**config.mk**
```make
export PLATFORM = sky130hd
export DESIGN_NAME = dma_controller_register_file
export DESIGN_NICKNAME = d
export VERILOG_FILES = /design/src/rtl/dmarf_pkg.sv /design/src/rtl/dmarf_ctrl.sv /design/src/rtl/dmarf_datapath.sv /design/src/rtl/dma_controller_register_file.sv
export SDC_FILE = /design/constraint.sdc
export NUM_CORES = 1
export LEC_CHECK = 0
export BUFFER_PORTS_ARGS = -buffer_cell sky130_fd_sc_hd__buf_4
export CORE_MARGIN = 2
export CORE_UTILIZATION = 45
export CTS_CLUSTER_DIAMETER = 120
export DETAILED_ROUTE_END_ITERATION = 6
export HOLD_SLACK_MARGIN = 0.06
export MAX_ROUTING_LAYER = met4
export SKIP_LAST_GASP = 1
export SYNTH_ARGS = -nofsm -noshare
export SYNTH_HDL_FRONTEND = slang
export SYNTH_HIERARCHICAL = 1
export SYNTH_SLANG_ARGS = --single-unit
```
**constraint.sdc**
```tcl
create_clock -name clk -period 5.6 [get_ports clk]
set_input_delay 0.84 -clock clk [delete_from_list [all_inputs] [get_ports clk]]
set_output_delay 0.84 -clock clk [all_outputs]
set_load 0.02 [all_outputs]
```
**src/rtl/dmarf_pkg.sv**
```systemverilog
// Shared constants and types for the DMA controller register file.
// Holds access codes, register offsets and the control/status structs.
// No dependencies.
package dmarf_pkg;

  localparam int NUM_CHANNELS = 4;
  localparam int CH_W         = $clog2(NUM_CHANNELS);

  // Access codes carried by func.
  localparam logic [2:0] FUNC_READ_BYTE  = 3'd0;
  localparam logic [2:0] FUNC_WRITE_BYTE = 3'd1;
  localparam logic [2:0] FUNC_READ_HALF  = 3'd2;
  localparam logic [2:0] FUNC_WRITE_HALF = 3'd3;
  localparam logic [2:0] FUNC_DMA_REQ    = 3'd4;

  // Register offsets.
  localparam logic [3:0] OFF_SELECT   = 4'h1;
  localparam logic [3:0] OFF_COUNT_LO = 4'h2;
  localparam logic [3:0] OFF_COUNT_HI = 4'h3;
  localparam logic [3:0] OFF_ADDR_0   = 4'h4;
  localparam logic [3:0] OFF_ADDR_1   = 4'h5;
  localparam logic [3:0] OFF_ADDR_2   = 4'h6;
  localparam logic [3:0] OFF_ADDR_3   = 4'h7;
  localparam logic [3:0] OFF_DEV_CTRL = 4'h8;
  localparam logic [3:0] OFF_MODE     = 4'hA;

  // Device control bit that enables requests.
  localparam int DEV_CTRL_REQ_EN = 2;

  // Commands from the controller to the datapath.
  typedef struct packed {
    logic load;      // capture a new item
    logic step;      // perform one byte step
    logic hi_phase;  // the step works on the second byte
  } dmarf_cmd_t;

  // Status from the datapath to the controller.
  typedef struct packed {
    logic is_half;   // the held item is a half-word access
  } dmarf_stat_t;

endpackage

```
**src/rtl/dmarf_ctrl.sv**
```systemverilog
// Sequencing controller of the DMA controller register file.
// Steps each item through one or two byte phases; uses dmarf_pkg.
module dmarf_ctrl (
  input  logic                  clk,
  input  logic                  rst,
  input  logic                  start,
  input  dmarf_pkg::dmarf_stat_t stat,
  output dmarf_pkg::dmarf_cmd_t  cmd,
  output logic                  busy,
  output logic                  done
);
  import dmarf_pkg::*;

  typedef enum logic [1:0] {
    ST_IDLE,
    ST_LO,
    ST_HI
  } state_t;

  state_t state;

  // Commands follow the state directly.
  always_comb begin
    cmd.load     = start && (state == ST_IDLE);
    cmd.step     = (state == ST_LO) || (state == ST_HI);
    cmd.hi_phase = (state == ST_HI);
  end

  assign busy = (state != ST_IDLE);

  // State register and the registered result strobe.
  always_ff @(posedge clk) begin
    if (rst) begin
      state <= ST_IDLE;
      done  <= 1'b0;
    end else begin
      done <= 1'b0;
      unique case (state)
        ST_IDLE: begin
          if (start) state <= ST_LO;
        end
        ST_LO: begin
          if (stat.is_half) begin
            state <= ST_HI;
          end else begin
            state <= ST_IDLE;
            done  <= 1'b1;
          end
        end
        ST_HI: begin
          state <= ST_IDLE;
          done  <= 1'b1;
        end
        default: state <= ST_IDLE;
      endcase
    end
  end

endmodule

```
**src/rtl/dmarf_datapath.sv**
```systemverilog
// Register storage, byte decode and result registers of the register file.
// Performs one byte access per step under controller command; uses dmarf_pkg.
module dmarf_datapath (
  input  logic                          clk,
  input  logic                          rst,
  input  dmarf_pkg::dmarf_cmd_t          cmd,
  output dmarf_pkg::dmarf_stat_t         stat,
  input  logic [2:0]                    func,
  input  logic [3:0]                    reg_offset,
  input  logic [15:0]                   write_data,
  input  logic [dmarf_pkg::CH_W-1:0]    req_channel,
  input  logic                          cfg_write,
  input  logic [dmarf_pkg::NUM_CHANNELS-1:0] cfg_data,
  output logic [15:0]                   read_data,
  output logic                          busy_res
);
  import dmarf_pkg::*;

  // Held item.
  logic [2:0]      func_q;
  logic [3:0]      offset_q;
  logic [15:0]     wdata_q;
  logic [CH_W-1:0] req_ch_q;

  // Register state.
  logic [NUM_CHANNELS-1:0] channel_mask;
  logic [7:0]  select_reg;
  logic [15:0] base_count      [NUM_CHANNELS];
  logic [15:0] current_count   [NUM_CHANNELS];
  logic [31:0] base_address    [NUM_CHANNELS];
  logic [31:0] current_address [NUM_CHANNELS];
  logic [7:0]  device_control;
  logic [7:0]  mode_control;
  logic        working;

  logic [CH_W-1:0] ch;
  logic            base_only;
  logic [3:0]      step_off;
  logic [7:0]      step_wbyte;
  logic [7:0]      rd_byte;
  logic [15:0]     cnt_sel;
  logic [31:0]     adr_sel;
  logic            is_read;
  logic            is_write;
  logic            do_write;

  assign stat.is_half = (func_q == FUNC_READ_HALF) || (func_q == FUNC_WRITE_HALF);
  assign is_read      = (func_q == FUNC_READ_BYTE) || (func_q == FUNC_READ_HALF);
  assign is_write     = (func_q == FUNC_WRITE_BYTE) || (func_q == FUNC_WRITE_HALF);
  assign do_write     = cmd.step && is_write;

  assign ch         = select_reg[CH_W-1:0];
  assign base_only  = select_reg[2];
  assign step_off   = cmd.hi_phase ? offset_q + 4'd1 : offset_q;
  assign step_wbyte = cmd.hi_phase ? wdata_q[15:8] : wdata_q[7:0];
  assign cnt_sel    = base_only ? base_count[ch] : current_count[ch];
  assign adr_sel    = base_only ? base_address[ch] : current_address[ch];

  // Byte read decode.
  always_comb begin
    unique case (step_off)
      OFF_SELECT:   rd_byte = {select_reg[5:2], 4'(1 << ch)};
      OFF_COUNT_LO: rd_byte = cnt_sel[7:0];
      OFF_COUNT_HI: rd_byte = cnt_sel[15:8];
      OFF_ADDR_0, OFF_ADDR_1, OFF_ADDR_2, OFF_ADDR_3:
                    rd_byte = adr_sel[8*step_off[1:0] +: 8];
      OFF_DEV_CTRL: rd_byte = device_control;
      OFF_MODE:     rd_byte = mode_control;
      default:      rd_byte = 8'h00;
    endcase
  end

  // Item capture; payload needs no reset.
  always_ff @(posedge clk) begin
    if (cmd.load) begin
      func_q   <= func;
      offset_q <= reg_offset;
      wdata_q  <= write_data;
      req_ch_q <= req_channel;
    end
  end

  // Result register: cleared on capture, filled byte by byte on reads.
  always_ff @(posedge clk) begin
    if (cmd.load) begin
      read_data <= 16'h0000;
    end else if (cmd.step && is_read) begin
      if (cmd.hi_phase) read_data[15:8] <= rd_byte;
      else              read_data[7:0]  <= rd_byte;
    end
  end

  // Control registers, mask and the busy flag.
  always_ff @(posedge clk) begin
    if (rst) begin
      channel_mask   <= '0;
      select_reg     <= 8'h00;
      device_control <= 8'h00;
      mode_control   <= 8'h00;
      working        <= 1'b0;
    end else begin
      if (cfg_write) channel_mask <= cfg_data;
      if (do_write) begin
        unique case (step_off)
          OFF_SELECT:   select_reg     <= step_wbyte;
          OFF_DEV_CTRL: device_control <= step_wbyte;
          OFF_MODE:     mode_control   <= step_wbyte;
          default:      ;
        endcase
      end
      if (cmd.step && (func_q == FUNC_DMA_REQ) && channel_mask[req_ch_q]
          && device_control[DEV_CTRL_REQ_EN]) begin
        working <= 1'b1;
      end
    end
  end

  // Per-channel counts and addresses. The top address byte always reaches the
  // current register; other bytes skip it in base-only mode.
  always_ff @(posedge clk) begin
    if (rst) begin
      for (int i = 0; i < NUM_CHANNELS; i++) begin
        base_count[i]      <= 16'h0000;
        current_count[i]   <= 16'h0000;
        base_address[i]    <= 32'h0;
        current_address[i] <= 32'h0;
      end
    end else if (do_write) begin
      unique case (step_off)
        OFF_COUNT_LO: begin
          base_count[ch][7:0] <= step_wbyte;
          if (!base_only) current_count[ch][7:0] <= step_wbyte;
        end
        OFF_COUNT_HI: begin
          base_count[ch][15:8] <= step_wbyte;
          if (!base_only) current_count[ch][15:8] <= step_wbyte;
        end
        OFF_ADDR_0, OFF_ADDR_1, OFF_ADDR_2: begin
          base_address[ch][8*step_off[1:0] +: 8] <= step_wbyte;
          if (!base_only) current_address[ch][8*step_off[1:0] +: 8] <= step_wbyte;
        end
        OFF_ADDR_3: begin
          base_address[ch][31:24]    <= step_wbyte;
          current_address[ch][31:24] <= step_wbyte;
        end
        default: ;
      endcase
    end
  end

  assign busy_res = working;

endmodule

```
**src/rtl/dma_controller_register_file.sv**
```systemverilog
// Byte accesses and DMA requests: accepted in ST_IDLE, stepped in ST_LO, then the strobe.
// Half-word accesses add ST_HI for the second byte before the strobe.
// A new item is taken only in ST_IDLE, so not before the last one is through;
// busy is low again in the strobe cycle.
// Synchronous reset clears the register map, the channel mask, the busy flag and the strobe.
// Top level of the DMA controller register file; uses dmarf_pkg, dmarf_ctrl, dmarf_datapath.
module dma_controller_register_file (
  input  logic                              clk,
  input  logic                              rst,
  input  logic                              start,
  output logic                              busy,
  input  logic [2:0]                        func,
  input  logic [3:0]                        reg_offset,
  input  logic [15:0]                       write_data,
  input  logic [dmarf_pkg::CH_W-1:0]        req_channel,
  output logic                              done,
  output logic [15:0]                       read_data,
  output logic                              busy_res,
  input  logic                              cfg_valid,
  output logic                              cfg_ready,
  input  logic [dmarf_pkg::NUM_CHANNELS-1:0] cfg_data
);
  import dmarf_pkg::*;

  dmarf_cmd_t  cmd;
  dmarf_stat_t stat;

  // The mask is taken whenever no item is in progress.
  assign cfg_ready = !busy;

  dmarf_ctrl u_ctrl (
    .clk   (clk),
    .rst   (rst),
    .start (start),
    .stat  (stat),
    .cmd   (cmd),
    .busy  (busy),
    .done  (done)
  );

  dmarf_datapath u_datapath (
    .clk         (clk),
    .rst         (rst),
    .cmd         (cmd),
    .stat        (stat),
    .func        (func),
    .reg_offset  (reg_offset),
    .write_data  (write_data),
    .req_channel (req_channel),
    .cfg_write   (cfg_valid && cfg_ready),
    .cfg_data    (cfg_data),
    .read_data   (read_data),
    .busy_res    (busy_res)
  );

endmodule

```
Yosys cells after proc, flatten, opt, wreduce, memory -nomap -nowiden
Memory sizes are Yosys's and may differ from the RTL's. A register that Yosys moved wholly into a read port is not among the register bits.
Cells that the tools add are included.
{ "word_totals": {"reg_bits": 71, "ramBits": 384, "in_bits": 33, "word_cells": 162, "mem_count": 4} }
{ "classes": {"add_sub_neg": 2, "n_lt_le_gt_ge": 1, "n_eq_ne": 16, "n_shift": 4, "mux": 79, "bitwise_logic": 17, "reduce_logical": 26} }
{ "mem_list": {"columns": ["memory", "words", "word_bits", "read_ports", "rd_ports_with_merged_regs", "write_ports", "line", "source"], "rows": [
  ["u_datapath.base_address", 4, 32, 1, 1, 4, "dmarf_datapath.sv:30", "logic [31:0] base_address [NUM_CHANNELS];"],
  ["u_datapath.current_address", 4, 32, 1, 1, 4, "dmarf_datapath.sv:31", "logic [31:0] current_address [NUM_CHANNELS];"],
  ["u_datapath.base_count", 4, 16, 1, 1, 4, "dmarf_datapath.sv:28", "logic [15:0] base_count [NUM_CHANNELS];"],
  ["u_datapath.current_count", 4, 16, 1, 1, 4, "dmarf_datapath.sv:29", "logic [15:0] current_count [NUM_CHANNELS];"]
]} }
{ "op_table": {"columns": ["op", "n"], "rows": [
  ["$mux 32", 7],
  ["$reduce_or 32->1", 2],
  ["$mux 16", 3],
  ["$pmux 8 s6", 1],
  ["$mux 1", 47],
  ["$neg 5->34", 1],
  ["$shift 8x34->32 const A", 1],
  ["$shiftx 8x34->32", 1],
  ["$mux 2", 16],
  ["$reduce_or 16->1", 2],
  ["$shiftx 32x6->8", 1],
  ["$eq 4x3->1 const B", 4],
  ["$or 1x1->1", 16],
  ["$reduce_and 2->1", 5],
  ["$eq 4x2->1 const B", 2],
  ["$eq 4x4->1 const B", 2],
  ["$mux 8", 1],
  ["$logic_and 1x1->1", 7],
  ["$eq 3x2->1 const B", 2],
  ["$add 4x1->4 const B", 1],
  ["$eq 4x1->1 const B", 1],
  ["$logic_or 1x1->1", 4],
  ["$mux 4", 1],
  ["$pmux 2 s2", 1],
  ["other kinds (16)", 16]
]} }

Longest topological paths before layout
Gate-level depths: netlist of run 1.
{ "depth": {"word_depth": 11, "mapped_depth": 17, "ltp_nobuf": 11} }

Modules after synthesis
The synthesis of run 1 kept the hierarchy.
{ "modules_own_cells": {"columns": ["module", "instances", "cells_each", "area_per_inst_um2", "seq_area_each_um2"], "rows": [
  ["dmarf_datapath", 1, 1522, 20004.2, 13182.6],
  ["dmarf_ctrl", 1, 20, 188.9, 60.1],
  ["dma_controller_register_file", 1, 2, 10.0, 0.0]
]} }

Worst setup path after synthesis of run 1
Ideal clock, no wire load.
{ "synth_path": {"path_kind": "register -> register", "from": "register u_ctrl.state[0]", "to": "memory u_datapath.current_address[3][0], enable pin", "setup_time_ps": 384, "t_arrival_ps": 3727, "t_required_ps": 5216, "setup_slack_ps": 1489, "stages_incl_launch_ff": 14, "path_buffers": 5, "synth_period_minus_slack_ps": 4111, "path_cell_list": "dfxtp_1 -> inv_1 -> ha_1 -> clkbuf_1 -> xnor2_1 -> clkbuf_1 -> buf_1 -> ha_1 -> clkbuf_1 -> clkbuf_1 -> o31ai_1 -> nor3_1 -> nand2_1 -> o21ai_0"} }
{ "synth_rtl": {"columns": ["item", "line", "source"], "rows": [
  ["start: declaration", "dmarf_ctrl.sv:20", "state_t state;"],
  ["start signal: assignment", "dmarf_ctrl.sv:34", "state <= ST_IDLE;"],
  ["start signal: assignment", "dmarf_ctrl.sv:40", "if (start) state <= ST_LO;"],
  ["start signal: assignment", "dmarf_ctrl.sv:44", "state <= ST_HI;"],
  ["end: declaration", "dmarf_datapath.sv:31", null]
]} }

==> reports/results.ini, run 1 <==
[sta]
rsz0062_at_grt = false
skew_ns = 0.0175
fmax_mhz = 219
hold_viol_final = 0
min_period_ns = 4.57
worst-slew-pin-transition_ns = 1.21
final-setup-viol-count = 0
setup_tns_ns = 0
maxSlewViolCount = 0
fin_crit_sh = 0.816
slew-limit-headroom = 0.184

[placement]
gp_congestion = 0.892
place_inst = 2113
numPortBuffers = 52
place_hpwl_mm = 34.7

[cells_and_area]
final_common_cell = edfxtp_1
fin_util = 0.517
layout_common_cells = 409 x edfxtp_1, 399 x nor2_1, 98 x buf_4, 85 x nand3_1, 81 x nand2_1
seq_area_um2 = 13300
final_cells = 2201
drive_above_1_share = 0.180
multiInputGateArea_um2 = 6510
antennaDiodeCount = 0
top_regs = u_datapath/base_address (128), u_datapath/current_address (128)
nNetsFinal = 1614
num-fill-cells = 3759
syn_to_final_growth_pct = 13.2

[setup_path]
cp.arrival_ns = 4.98
reg2regPathDepth = 12
r2r_slack_ns = 1.03
crit_type = reg -> reg
cp.required_ns = 6.02
r2r_end = u_datapath/base_address[1][1]$_SDFFCE_PN0P_
crit_path_start_kind = flip-flop
crit_chain = inv_1, ha_2, buf_4, mux2_2, inv_1, ha_1, or3_1, a21oi_1, or3_1, nor3_1, nand2_1, nor2_1
r2r-start = u_ctrl/state[0]$_SDFFE_PP0P_
slowest_stage = nor3_1
worstSetupEndpoint = u_datapath/base_address[1][1]$_SDFFCE_PN0P_
startpoint = u_ctrl/state[0]$_SDFFE_PP0P_
critPathMaxFanout = 24
cpPeakStageDelay_ns = 0.91
critPathCaptureType = flip-flop

[routing]
drc = 0
viasPerCell = 5.94
ant_nets = 0
initialDrtViolationCount = 1367
dr.pass1.iters = 5
wl_mm = 53.7
wl_per_cell_um = 24.4
vias = 13071

[synthesis]
synth_top_area_share = 0.608
synth_async_sr_flop_share = 0
synth_edf_count = 409
synthCells = 1544
synthTopCellsByArea = edfxtp_1 61%, mux4_2 8.8%, nor2_1 7.4%
ys_types = 61
ys_ff_latch = 457
synth_top_area_cell = edfxtp_1
syn-num-nets = 1587
yosys_most_used_dff = edfxtp_1
syn_area_um2 = 20200
ys_seq_area_frac = 0.655
yosys_warnings = 6
syn_area_per_cell_um2 = 13.1

[global_routing]
antenna_found_initial = 0
grt_pass1_wl_mm = 80.9
grt_use_total = 0.241
grt.overflow.total = 0
first_global_vias = 12705
grt_max_degree = 59

[floorplan]
core_area_um2 = 44200
row_count = 77
start_util = 0.457
die_w_um = 216
dieArea_um2 = 46600
io_pins = 53
die_h_um = 216

[clock_tree]
cts_setup_buffers = 0
cts-buffers-inserted = 48
cts_repair_resize_count = 0
cts_sinks = 457
cts_max_level = 2
clock_path_buffers = 3
cts_tree = built
path_clk_slew_ns = 0.06
root_buffer = clkbuf_16
clkLatencyLatePin_ns = 0.58
cts_hold_buffers = 0

[hold_path]
min_path_type = in -> reg

[pwr]
peakVddDrop_mv = 0.264
p_leak_nw = 8.16
p_per_area_nw_per_um2 = 329
p_total_mw = 7.52

[run]
timing.max_cap.violations = 0

[run_status]
outcome = complete, no violations

routing by layer:
metal	share of wire	track usage	vias up
li1	-	-	5738
met1	0.43	0.346	6614
met2	0.45	0.354	628
met3	0.093	0.0417	91
met4	0.023	0.0729	0
met5	0	-	-
power by group:
part | switching [mW] | internal, mW | total [mW]
Combinational | 0.354 | 0.151 | 0.505
Sequential | 0.0533 | 3.83 | 3.88
Clock | 1.31 | 1.83 | 3.13
Total | 1.71 | 5.81 | 7.52
worst max-delay path, delay by kind of cell, from the launching register on:
kind | cells | cell delay [ns]
AND/OR/NAND/NOR | 5 | 2.19
AO/OA/AOI/OAI | 1 | 0.10
multiplexers | 1 | 0.46
adder cells (fa/ha/maj) | 2 | 0.66
buffers and inverters | 3 | 0.66
flip-flops | 1 | 0.33
per-stage QoR:
stage          setup slack [ns]  hold WS [ns]  cell area (um2)
2_1_floorplan              1.49         0.436            20200
3_3_place_gp               1.30         0.446            21300
3_5_place_dp               1.10         0.448            21300
4_1_cts                    1.09         0.417            22900
5_1_grt                   0.816         0.424            22900
6_report                   1.03         0.441            22900
logic make-up (layout without fill, tap and decap cells):
logic type | after synthesis | in the layout | synth area share
compound gates | 115 | 115 | 0.0399
flops | 457 | 457 | 0.655
mux | 157 | 157 | 0.128
fa+ha+maj | 10 | 10 | 0.00619
simple gates | 655 | 655 | 0.141
xor+xnor | 1 | 1 | 0.000434
buf+inv | 149 | 214 | 0.0297
area by class of cell:
| cell class | count | area share |
|---|---|---|
| Clock inverter | 31 | 0.0121 |
| Sequential cell | 457 | 0.579 |
| Tap cell | 592 | 0.0324 |
| Inverter | 28 | 0.00459 |
| Multi-Input combinational cell | 938 | 0.285 |
| Timing Repair Buffer | 98 | 0.0322 |
| Clock buffer | 57 | 0.0549 |
how the worst min path moves through the flow:
stage	cells past startpoint	to	slack, ns	start
floorplan	2	u_datapath/device_control[7]$_SDFFE_PP0P_	0.44	u_datapath/device_control[7]$_SDFFE_PP0P_
global placement	2	u_datapath/device_control[7]$_SDFFE_PP0P_	0.45	u_datapath/device_control[7]$_SDFFE_PP0P_
detailed placement	2	u_datapath/device_control[7]$_SDFFE_PP0P_	0.45	u_datapath/device_control[7]$_SDFFE_PP0P_
CTS	1	u_datapath/wdata_q[12]$_DFFE_PP_	0.42	write_data[12]
global route	1	u_datapath/wdata_q[6]$_DFFE_PP_	0.42	write_data[6]
finish	1	u_datapath/wdata_q[12]$_DFFE_PP_	0.44	write_data[12]
cells in the mapped netlist, types with 2 or more instances:
cell type	number
nor2b_1	6
nor4_1	4
a41o_1	2
inv_1	26
nor3_1	19
nand2b_1	4
mux2_2	15
nand3_1	85
nand3_2	2
a211oi_1	31
o21ai_0	22
buf_4	3
mux2i_1	63
a21oi_1	7
buf_2	23
nand4_1	17
nor3b_1	2
clkbuf_1	80
dfxtp_1	48
edfxtp_1	409
a31oi_1	2
a22o_1	8
buf_1	15
and3b_1	2
o31ai_1	6
nor2_1	399
or2_2	4
and3_1	5
and4_1	7
a22oi_1	24
or3_1	3
mux4_2	79
or4_1	2
and2_1	2
ha_1	10
or2_1	2
nand2_1	81
o21ai_1	2
No activity file was read; power rests on OpenSTA's default activity.
==> run 2, diff against run 1 <==
Clock period 5.6 ns to 4.8 ns, I/O delays scaled along.
==> run 2 against run 1 <==
  * Total power increased by 18%
  * Die area is the same
  * Worst setup slack got worse by 0.20 ns
  * Wire length down 0.51%
  * Sequential power rose by 17%
  * Highest routed layer unchanged
==> reports/results.ini, run 2 (same netlist as run 1, synthesis figures left out) <==
[clock_tree]
path_clk_slew_ns = 0.06  ; about the same
clock_path_buffers = 3  ; unchanged
cts_sinks = 457  ; unchanged
cts_hold_buffers = 0  ; unchanged
cts_max_level = 2  ; unchanged
cts_repair_resize_count = 0  ; unchanged
cts_setup_buffers = 0  ; unchanged
clkLatencyLatePin_ns = 0.59  ; about the same
cts-buffers-inserted = 48  ; unchanged
root_buffer = clkbuf_16
cts_tree = built

[cells_and_area]
drive_above_1_share = 0.181  ; +0.00102
syn_to_final_growth_pct = 13.7
final_common_cell = edfxtp_1
nNetsFinal = 1617  ; +0.19%
antennaDiodeCount = 0  ; unchanged
num-fill-cells = 3736  ; -0.61%
layout_common_cells = 409 x edfxtp_1, 399 x nor2_1, 99 x buf_4, 85 x nand3_1, 81 x nand2_1
final_cells = 2203  ; +0.091%
finalInstanceArea_um2 = 23000  ; +0.43%
fin_util = 0.520  ; +0.00221
top_regs = u_datapath/base_address (128), u_datapath/current_address (128)

[placement]
place_inst = 2116  ; +0.14%
numPortBuffers = 52  ; unchanged
place_area_um2 = 21400  ; +0.22%
place_hpwl_mm = 35.8  ; +3.1%
pre_cts_ws_ns = 0.855  ; -0.240 ns
gp_congestion = 0.873  ; -2.2%

[global_routing]
antenna_found_initial = 0  ; unchanged
grt.overflow.total = 0  ; unchanged
grt_pass1_wl_mm = 80.9  ; about the same
grt_use_total = 0.241  ; -0.000684
first_global_vias = 12665  ; -0.31%
grt_max_degree = 59  ; unchanged

[floorplan]
dieArea_um2 = 46600  ; unchanged
row_count = 77  ; unchanged
start_util = 0.457  ; unchanged
io_pins = 53  ; unchanged
die_h_um = 216  ; unchanged
core_area_um2 = 44200  ; unchanged
die_w_um = 216  ; unchanged

[setup_path]
r2r_end = u_datapath/current_address[1][6]$_SDFFCE_PN0P_
critPathCaptureType = flip-flop
reg2regPathDepth = 12  ; unchanged
cp.required_ns = 5.24  ; -0.78 ns
cp.arrival_ns = 4.41  ; -0.57 ns
crit_path_start_kind = flip-flop
crit_type = reg -> reg
critPathMaxFanout = 28  ; +17%
worstSetupEndpoint = u_datapath/current_address[1][6]$_SDFFCE_PN0P_
r2r_slack_ns = 0.83  ; -0.20 ns
r2r-start = u_ctrl/state[0]$_SDFFE_PP0P_
startpoint = u_ctrl/state[0]$_SDFFE_PP0P_

[sta]
worst-slew-pin-transition_ns = 1.31  ; +0.102 ns
setup_tns_ns = 0  ; unchanged
fin_crit_sh = 0.826  ; +0.0105
fmax_mhz = 252  ; +15%
final-setup-viol-count = 0  ; unchanged
skew_ns = 0.0230  ; +0.00542 ns
hold_viol_final = 0  ; unchanged
slew-limit-headroom = 0.124  ; -0.0598
maxSlewViolCount = 0  ; unchanged
min_period_ns = 3.97  ; -0.602 ns
fin_ws_ns = 0.833  ; -0.198 ns
rsz0062_at_grt = false

[pwr]
netSwitchingFraction = 0.225  ; -0.00301
clock_power_share = 0.422  ; +0.006
p_leak_nw = 8.20  ; +0.46%
p_per_area_nw_per_um2 = 386  ; +17%
peakVddDrop_mv = 0.327  ; +24%
p_int_mw = 6.88  ; +18%
switching_power_mw = 1.99  ; +16%
pwr-share-comb = 0.067  ; about the same
seqPwrFrac = 0.511  ; -0.005

[routing]
initialDrtViolationCount = 1377  ; +0.73%
wl_per_cell_um = 24.3  ; -0.60%
ant_nets = 0  ; unchanged
dr.pass1.iters = 6  ; +1
wl_mm = 53.4  ; -0.51%
drc = 0  ; unchanged
viasPerCell = 5.86  ; -1.4%
vias = 12901  ; -1.3%

[run]
timing.max_cap.violations = 0  ; unchanged

[hold_path]
min_path_type = in -> reg

[run_status]
outcome = complete, no violations

## run 2: changes by cell type in the layout (fill, tap and decap cells not counted), sizes merged
cell and delta:
buf +3, clkbuf +3, bufinv +1, clkinv -5
## run 2: per-layer routing
metal | track usage | share of wire | vias up
met3 | 0.0600 | 0.097 | 94
met4 | 0.0655 | 0.026 | 0
li1 | - | - | 5754
met2 | 0.357 | 0.46 | 582
met5 | - | 0 | -
met1 | 0.331 | 0.42 | 6471
## run 2: worst min path at each step
stage	startpoint	endpoint	slack (ns)	cells after the start
detailed placement	u_datapath/mode_control[7]$_SDFFE_PP0P_	u_datapath/mode_control[7]$_SDFFE_PP0P_	0.45	2
global placement	u_datapath/device_control[7]$_SDFFE_PP0P_	u_datapath/device_control[7]$_SDFFE_PP0P_	0.44	2
global route	func[1]	u_datapath/func_q[1]$_DFFE_PP_	0.29	1
CTS	func[1]	u_datapath/func_q[1]$_DFFE_PP_	0.28	1
finish	write_data[5]	u_datapath/wdata_q[5]$_DFFE_PP_	0.31	1
floorplan	u_datapath/device_control[7]$_SDFFE_PP0P_	u_datapath/device_control[7]$_SDFFE_PP0P_	0.44	2
## run 2: power groups by stage
| stage | clock, mW | sequential (mW) | combinational [mW] |
|---|---|---|---|
| 6_report | 3.74 | 4.53 | 0.597 |
| 5_1_grt | 3.97 | 4.54 | 0.633 |
| 2_1_floorplan | 0 | 4.59 | 0.335 |
| 4_1_cts | 3.81 | 4.53 | 0.593 |
| 3_3_place_gp | 0 | 4.61 | 0.585 |
| 3_5_place_dp | 0 | 4.61 | 0.591 |
## run 2: per-stage QoR
step                total power, mW  hold WS, ns
floorplan                      4.93        0.436
CTS                            8.94        0.283
detailed placement             5.20        0.450
global route                   9.14        0.286
global placement               5.19        0.442
finish                         8.87        0.312
## run 2: area by class of cell
type / instances / area, um2 / share of cell area
Timing Repair Buffer: 101 / 783 / 0.0341
Sequential cell: 457 / 13300 / 0.577
Clock buffer: 60 / 1300 / 0.0565
Inverter: 28 / 105 / 0.00457
Multi-Input combinational cell: 938 / 6510 / 0.283
Tap cell: 592 / 741 / 0.0322
Clock inverter: 27 / 285 / 0.0124
## run 2: critical path, cell delays in order (launching register included)
cell and delay, ns:
dfxtp_1 0.35, inv_1 0.09, ha_2 0.23, xnor2_2 0.25, inv_2 0.11, buf_4 0.30
ha_1 0.50, or3_1 0.26, a21oi_1 0.09, or3_1 0.44, nor3_1 0.64, nand2_1 0.39
nor2_1 0.18
==> run 3, diff against run 2 <==
Settings changed: ABC_AREA from default to 1.
Clock period 4.8 ns to 3.5 ns, I/O delays scaled along.
==> run 3 against run 2 <==
  * Flip-flop and latch count unchanged
  * Fmax rose by 23%
  * Worst hold slack worse by 0.20 ns
  * Wire length increased by 7.8%
  * Register-to-register slack worse by 0.56 ns
  * Final area up 5.5%
  * Die area is 6.7% higher
  * Non-clock buffer count up 13
  * Highest routed layer unchanged
  * Clock power grew 32%
  * Sequential power increased by 38%
  * Worst setup slack worse by 0.56 ns
  * Largest power group unchanged
==> reports/results.ini, run 3 <==
[run_status]
outcome = complete, no violations

[placement]
place_hpwl_mm = 37.7  ; +5.4%
pre_cts_ws_ns = 0.0640  ; -0.791 ns
numPortBuffers = 52  ; unchanged
gp_congestion = 0.886  ; +1.5%

[clock_tree]
cts_tree = built
cts_sinks = 457  ; unchanged
cts_setup_buffers = 0  ; unchanged
path_clk_slew_ns = 0.06  ; about the same
clock_path_buffers = 3  ; unchanged
cts-buffers-inserted = 48  ; unchanged
root_buffer = clkbuf_16
cts_max_level = 2  ; unchanged
clkLatencyLatePin_ns = 0.60  ; about the same

[pwr]
peakVddDrop_mv = 0.401  ; +23%
switching_power_mw = 3.03  ; +52%
p_int_mw = 9.31  ; +35%
netSwitchingFraction = 0.245  ; +0.0207
p_per_area_nw_per_um2 = 509  ; +32%
clock_power_share = 0.401  ; -0.021
seqPwrFrac = 0.505  ; -0.006
p_leak_nw = 9.52  ; +16%
pwr-share-comb = 0.094  ; +0.027

[global_routing]
antenna_found_initial = 0  ; unchanged
grt_max_degree = 193  ; +230%
grt_pass1_wl_mm = 88.6  ; +9.4%
first_global_vias = 15305  ; +21%
grt_use_total = 0.239  ; -0.00127
grt.overflow.total = 0  ; unchanged

[floorplan]
io_pins = 53  ; unchanged
die_w_um = 223  ; +3.3%
row_count = 80  ; +3.9%
start_util = 0.454  ; -0.00308
die_h_um = 223  ; +3.3%
core_area_um2 = 47500  ; +7.5%
dieArea_um2 = 49700  ; +6.7%

[sta]
setup_tns_ns = 0  ; unchanged
rsz0062_at_grt = false
fin_ws_ns = 0.274  ; -0.559 ns
fin_crit_sh = 0.922  ; +0.0954
maxSlewViolCount = 0  ; unchanged
slew-limit-headroom = 0.199  ; +0.0749
min_period_ns = 3.23  ; -0.741 ns
worst-slew-pin-transition_ns = 1.20  ; -0.112 ns
fmax_mhz = 310  ; +23%
hold_viol_final = 0  ; unchanged
final-setup-viol-count = 0  ; unchanged
skew_ns = 0.0284  ; +0.00541 ns

[setup_path]
crit_type = reg -> reg
cp.required_ns = 3.74  ; -1.50 ns
cpPeakStageDelay_ns = 0.42  ; -0.22 ns
cp.arrival_ns = 3.46  ; -0.95 ns
critPathMaxFanout = 16  ; -43%
crit_family = simple AND/OR/NAND/NOR gates
r2r-start = u_ctrl/state[0]$_SDFFE_PP0P_
slowest_stage = nand2_1
critPathCaptureType = flip-flop
crit_chain = inv_1, ha_2, or2_1, nand2_2, inv_4, ha_1, nor2_1, nand2_1, nand3_2, nor2_4, o21ai_1, nand2_4, nand3_2, nand2_1
path_buf_inv = 2  ; -1
crit_path_start_kind = flip-flop
startpoint = u_ctrl/state[0]$_SDFFE_PP0P_

[cells_and_area]
top_regs = u_datapath/base_address (128), u_datapath/current_address (128)
seq_area_um2 = 13300  ; about the same
layout_common_cells = 620 x nand2_1, 409 x edfxtp_1, 354 x nor2_1, 322 x nand3_1, 127 x inv_1
drive_above_1_share = 0.130  ; -0.0512
num-fill-cells = 4344  ; +16%
antennaDiodeCount = 0  ; unchanged
multiInputGateArea_um2 = 7230  ; +11%
fin_util = 0.510  ; -0.00996
nNetsFinal = 2356  ; +46%
final_common_cell = nand2_1
syn_to_final_growth_pct = 12.3

[synthesis]
syn_area_um2 = 21600  ; +6.8%
synth_top_area_share = 0.569  ; -0.0387
synth_top_area_cell = edfxtp_1
ys_ff_latch = 457  ; unchanged
synthCells = 2283  ; +48%
yosys_warnings = 6  ; unchanged
synth_async_sr_flop_share = 0  ; unchanged
syn-num-nets = 2326  ; +47%
syn_area_per_cell_um2 = 9.45  ; -28%
synth_edf_count = 409  ; unchanged
yosys_most_used_dff = edfxtp_1
synth_common_cells = 621 x nand2_1, 409 x edfxtp_1, 354 x nor2_1
yosysMostFrequentCell = nand2_1
ys_types = 37  ; -39%
synthTopCellsByArea = edfxtp_1 57%, nand2_1 11%, nand3_1 7.5%
ys_seq_area_frac = 0.614  ; -0.0417

[routing]
initialDrtViolationCount = 1586  ; +15%
wl_per_cell_um = 19.4  ; -20%
ant_nets = 0  ; unchanged
wl_mm = 57.6  ; +7.8%
vias = 16181  ; +25%
dr.pass1.iters = 5  ; -1
viasPerCell = 5.45  ; -6.9%
drc = 0  ; unchanged

[hold_path]
hold_start = write_data[11]
min_path_type = in -> reg

[run]
timing.max_cap.violations = 0  ; unchanged

==> run 3: changes by cell type after synthesis, sizes merged, moves of 46 or more <==
| cell | change |
|---|---|
| inv | +109 |
| mux2i | -62 |
| mux4 | -79 |
| nand2 | +550 |
| nand3 | +277 |
| nor3 | +46 |
==> run 3: final timing paths <==
check                                                 endpoint  slack, ns  cells past startpoint
hold / removal                u_datapath/wdata_q[11]$_DFFE_PP_       0.12                      1
hold reg to reg        u_datapath/mode_control[6]$_SDFFE_PP0P_       0.45                      2
setup / recovery  u_datapath/base_address[0][21]$_SDFFCE_PN0P_       0.27                     14
setup reg to reg  u_datapath/base_address[0][21]$_SDFFCE_PN0P_       0.27                     14
==> run 3: kinds of logic (layout without fill, tap and decap cells) <==
logic type	after synthesis	after routing	share of synthesized area
adder cells (fa/ha/maj)	10	10	0.00580
flip-flops	457	457	0.614
buffers and inverters	275	345	0.0520
AND/OR/NAND/NOR	1459	1459	0.308
AO/OA/AOI/OAI	81	81	0.0201
multiplexers	1	1	0.000464
==> run 3: per-layer routing <==
| layer | up-vias | routed length (um) | global-route usage |
|---|---|---|---|
| li1 | 7674 | - | - |
| met1 | 7794 | 25400 | 0.331 |
| met2 | 604 | 26400 | 0.362 |
| met3 | 109 | 4060 | 0.0323 |
| met4 | 0 | 1850 | 0.0894 |
| met5 | - | 0 | - |
==> run 3: through the flow <==
step / instances / power (mW) / hold WS, ns / area (um2)
2_1_floorplan: 2283 / 7.02 / 0.425 / 21600
3_3_place_gp: 2878 / 7.47 / 0.440 / 22700
3_5_place_dp: 2878 / 7.49 / 0.444 / 22700
4_1_cts: 2968 / 12.4 / 0.0913 / 24200
5_1_grt: 2968 / 12.7 / 0.0979 / 24200
6_report: 2968 / 12.3 / 0.117 / 24200
==> run 3: what timing repair did <==
action / CTS / global route
hold buffers: 0 / 0
endpoints found under the setup margin: 0 / 124
gates resized for setup: 0 / 3
==> run 3: cell type report <==
type                    count  share of cell area
flip-flops and latches    457               0.547
clock inverters            21             0.00780
repair buffers            114              0.0384
well taps                 615              0.0318
multi-input cells        1551               0.298
clock buffers              69              0.0545
inverters                 141              0.0223
==> run 3: power groups by stage <==
stage	Clock (mW)	Sequential, mW	Combinational (mW)
after floorplan	0	6.35	0.663
after global placement	0	6.34	1.13
after detailed placement	0	6.34	1.14
after CTS	5.04	6.23	1.15
after global routing	5.23	6.25	1.25
final	4.95	6.23	1.16
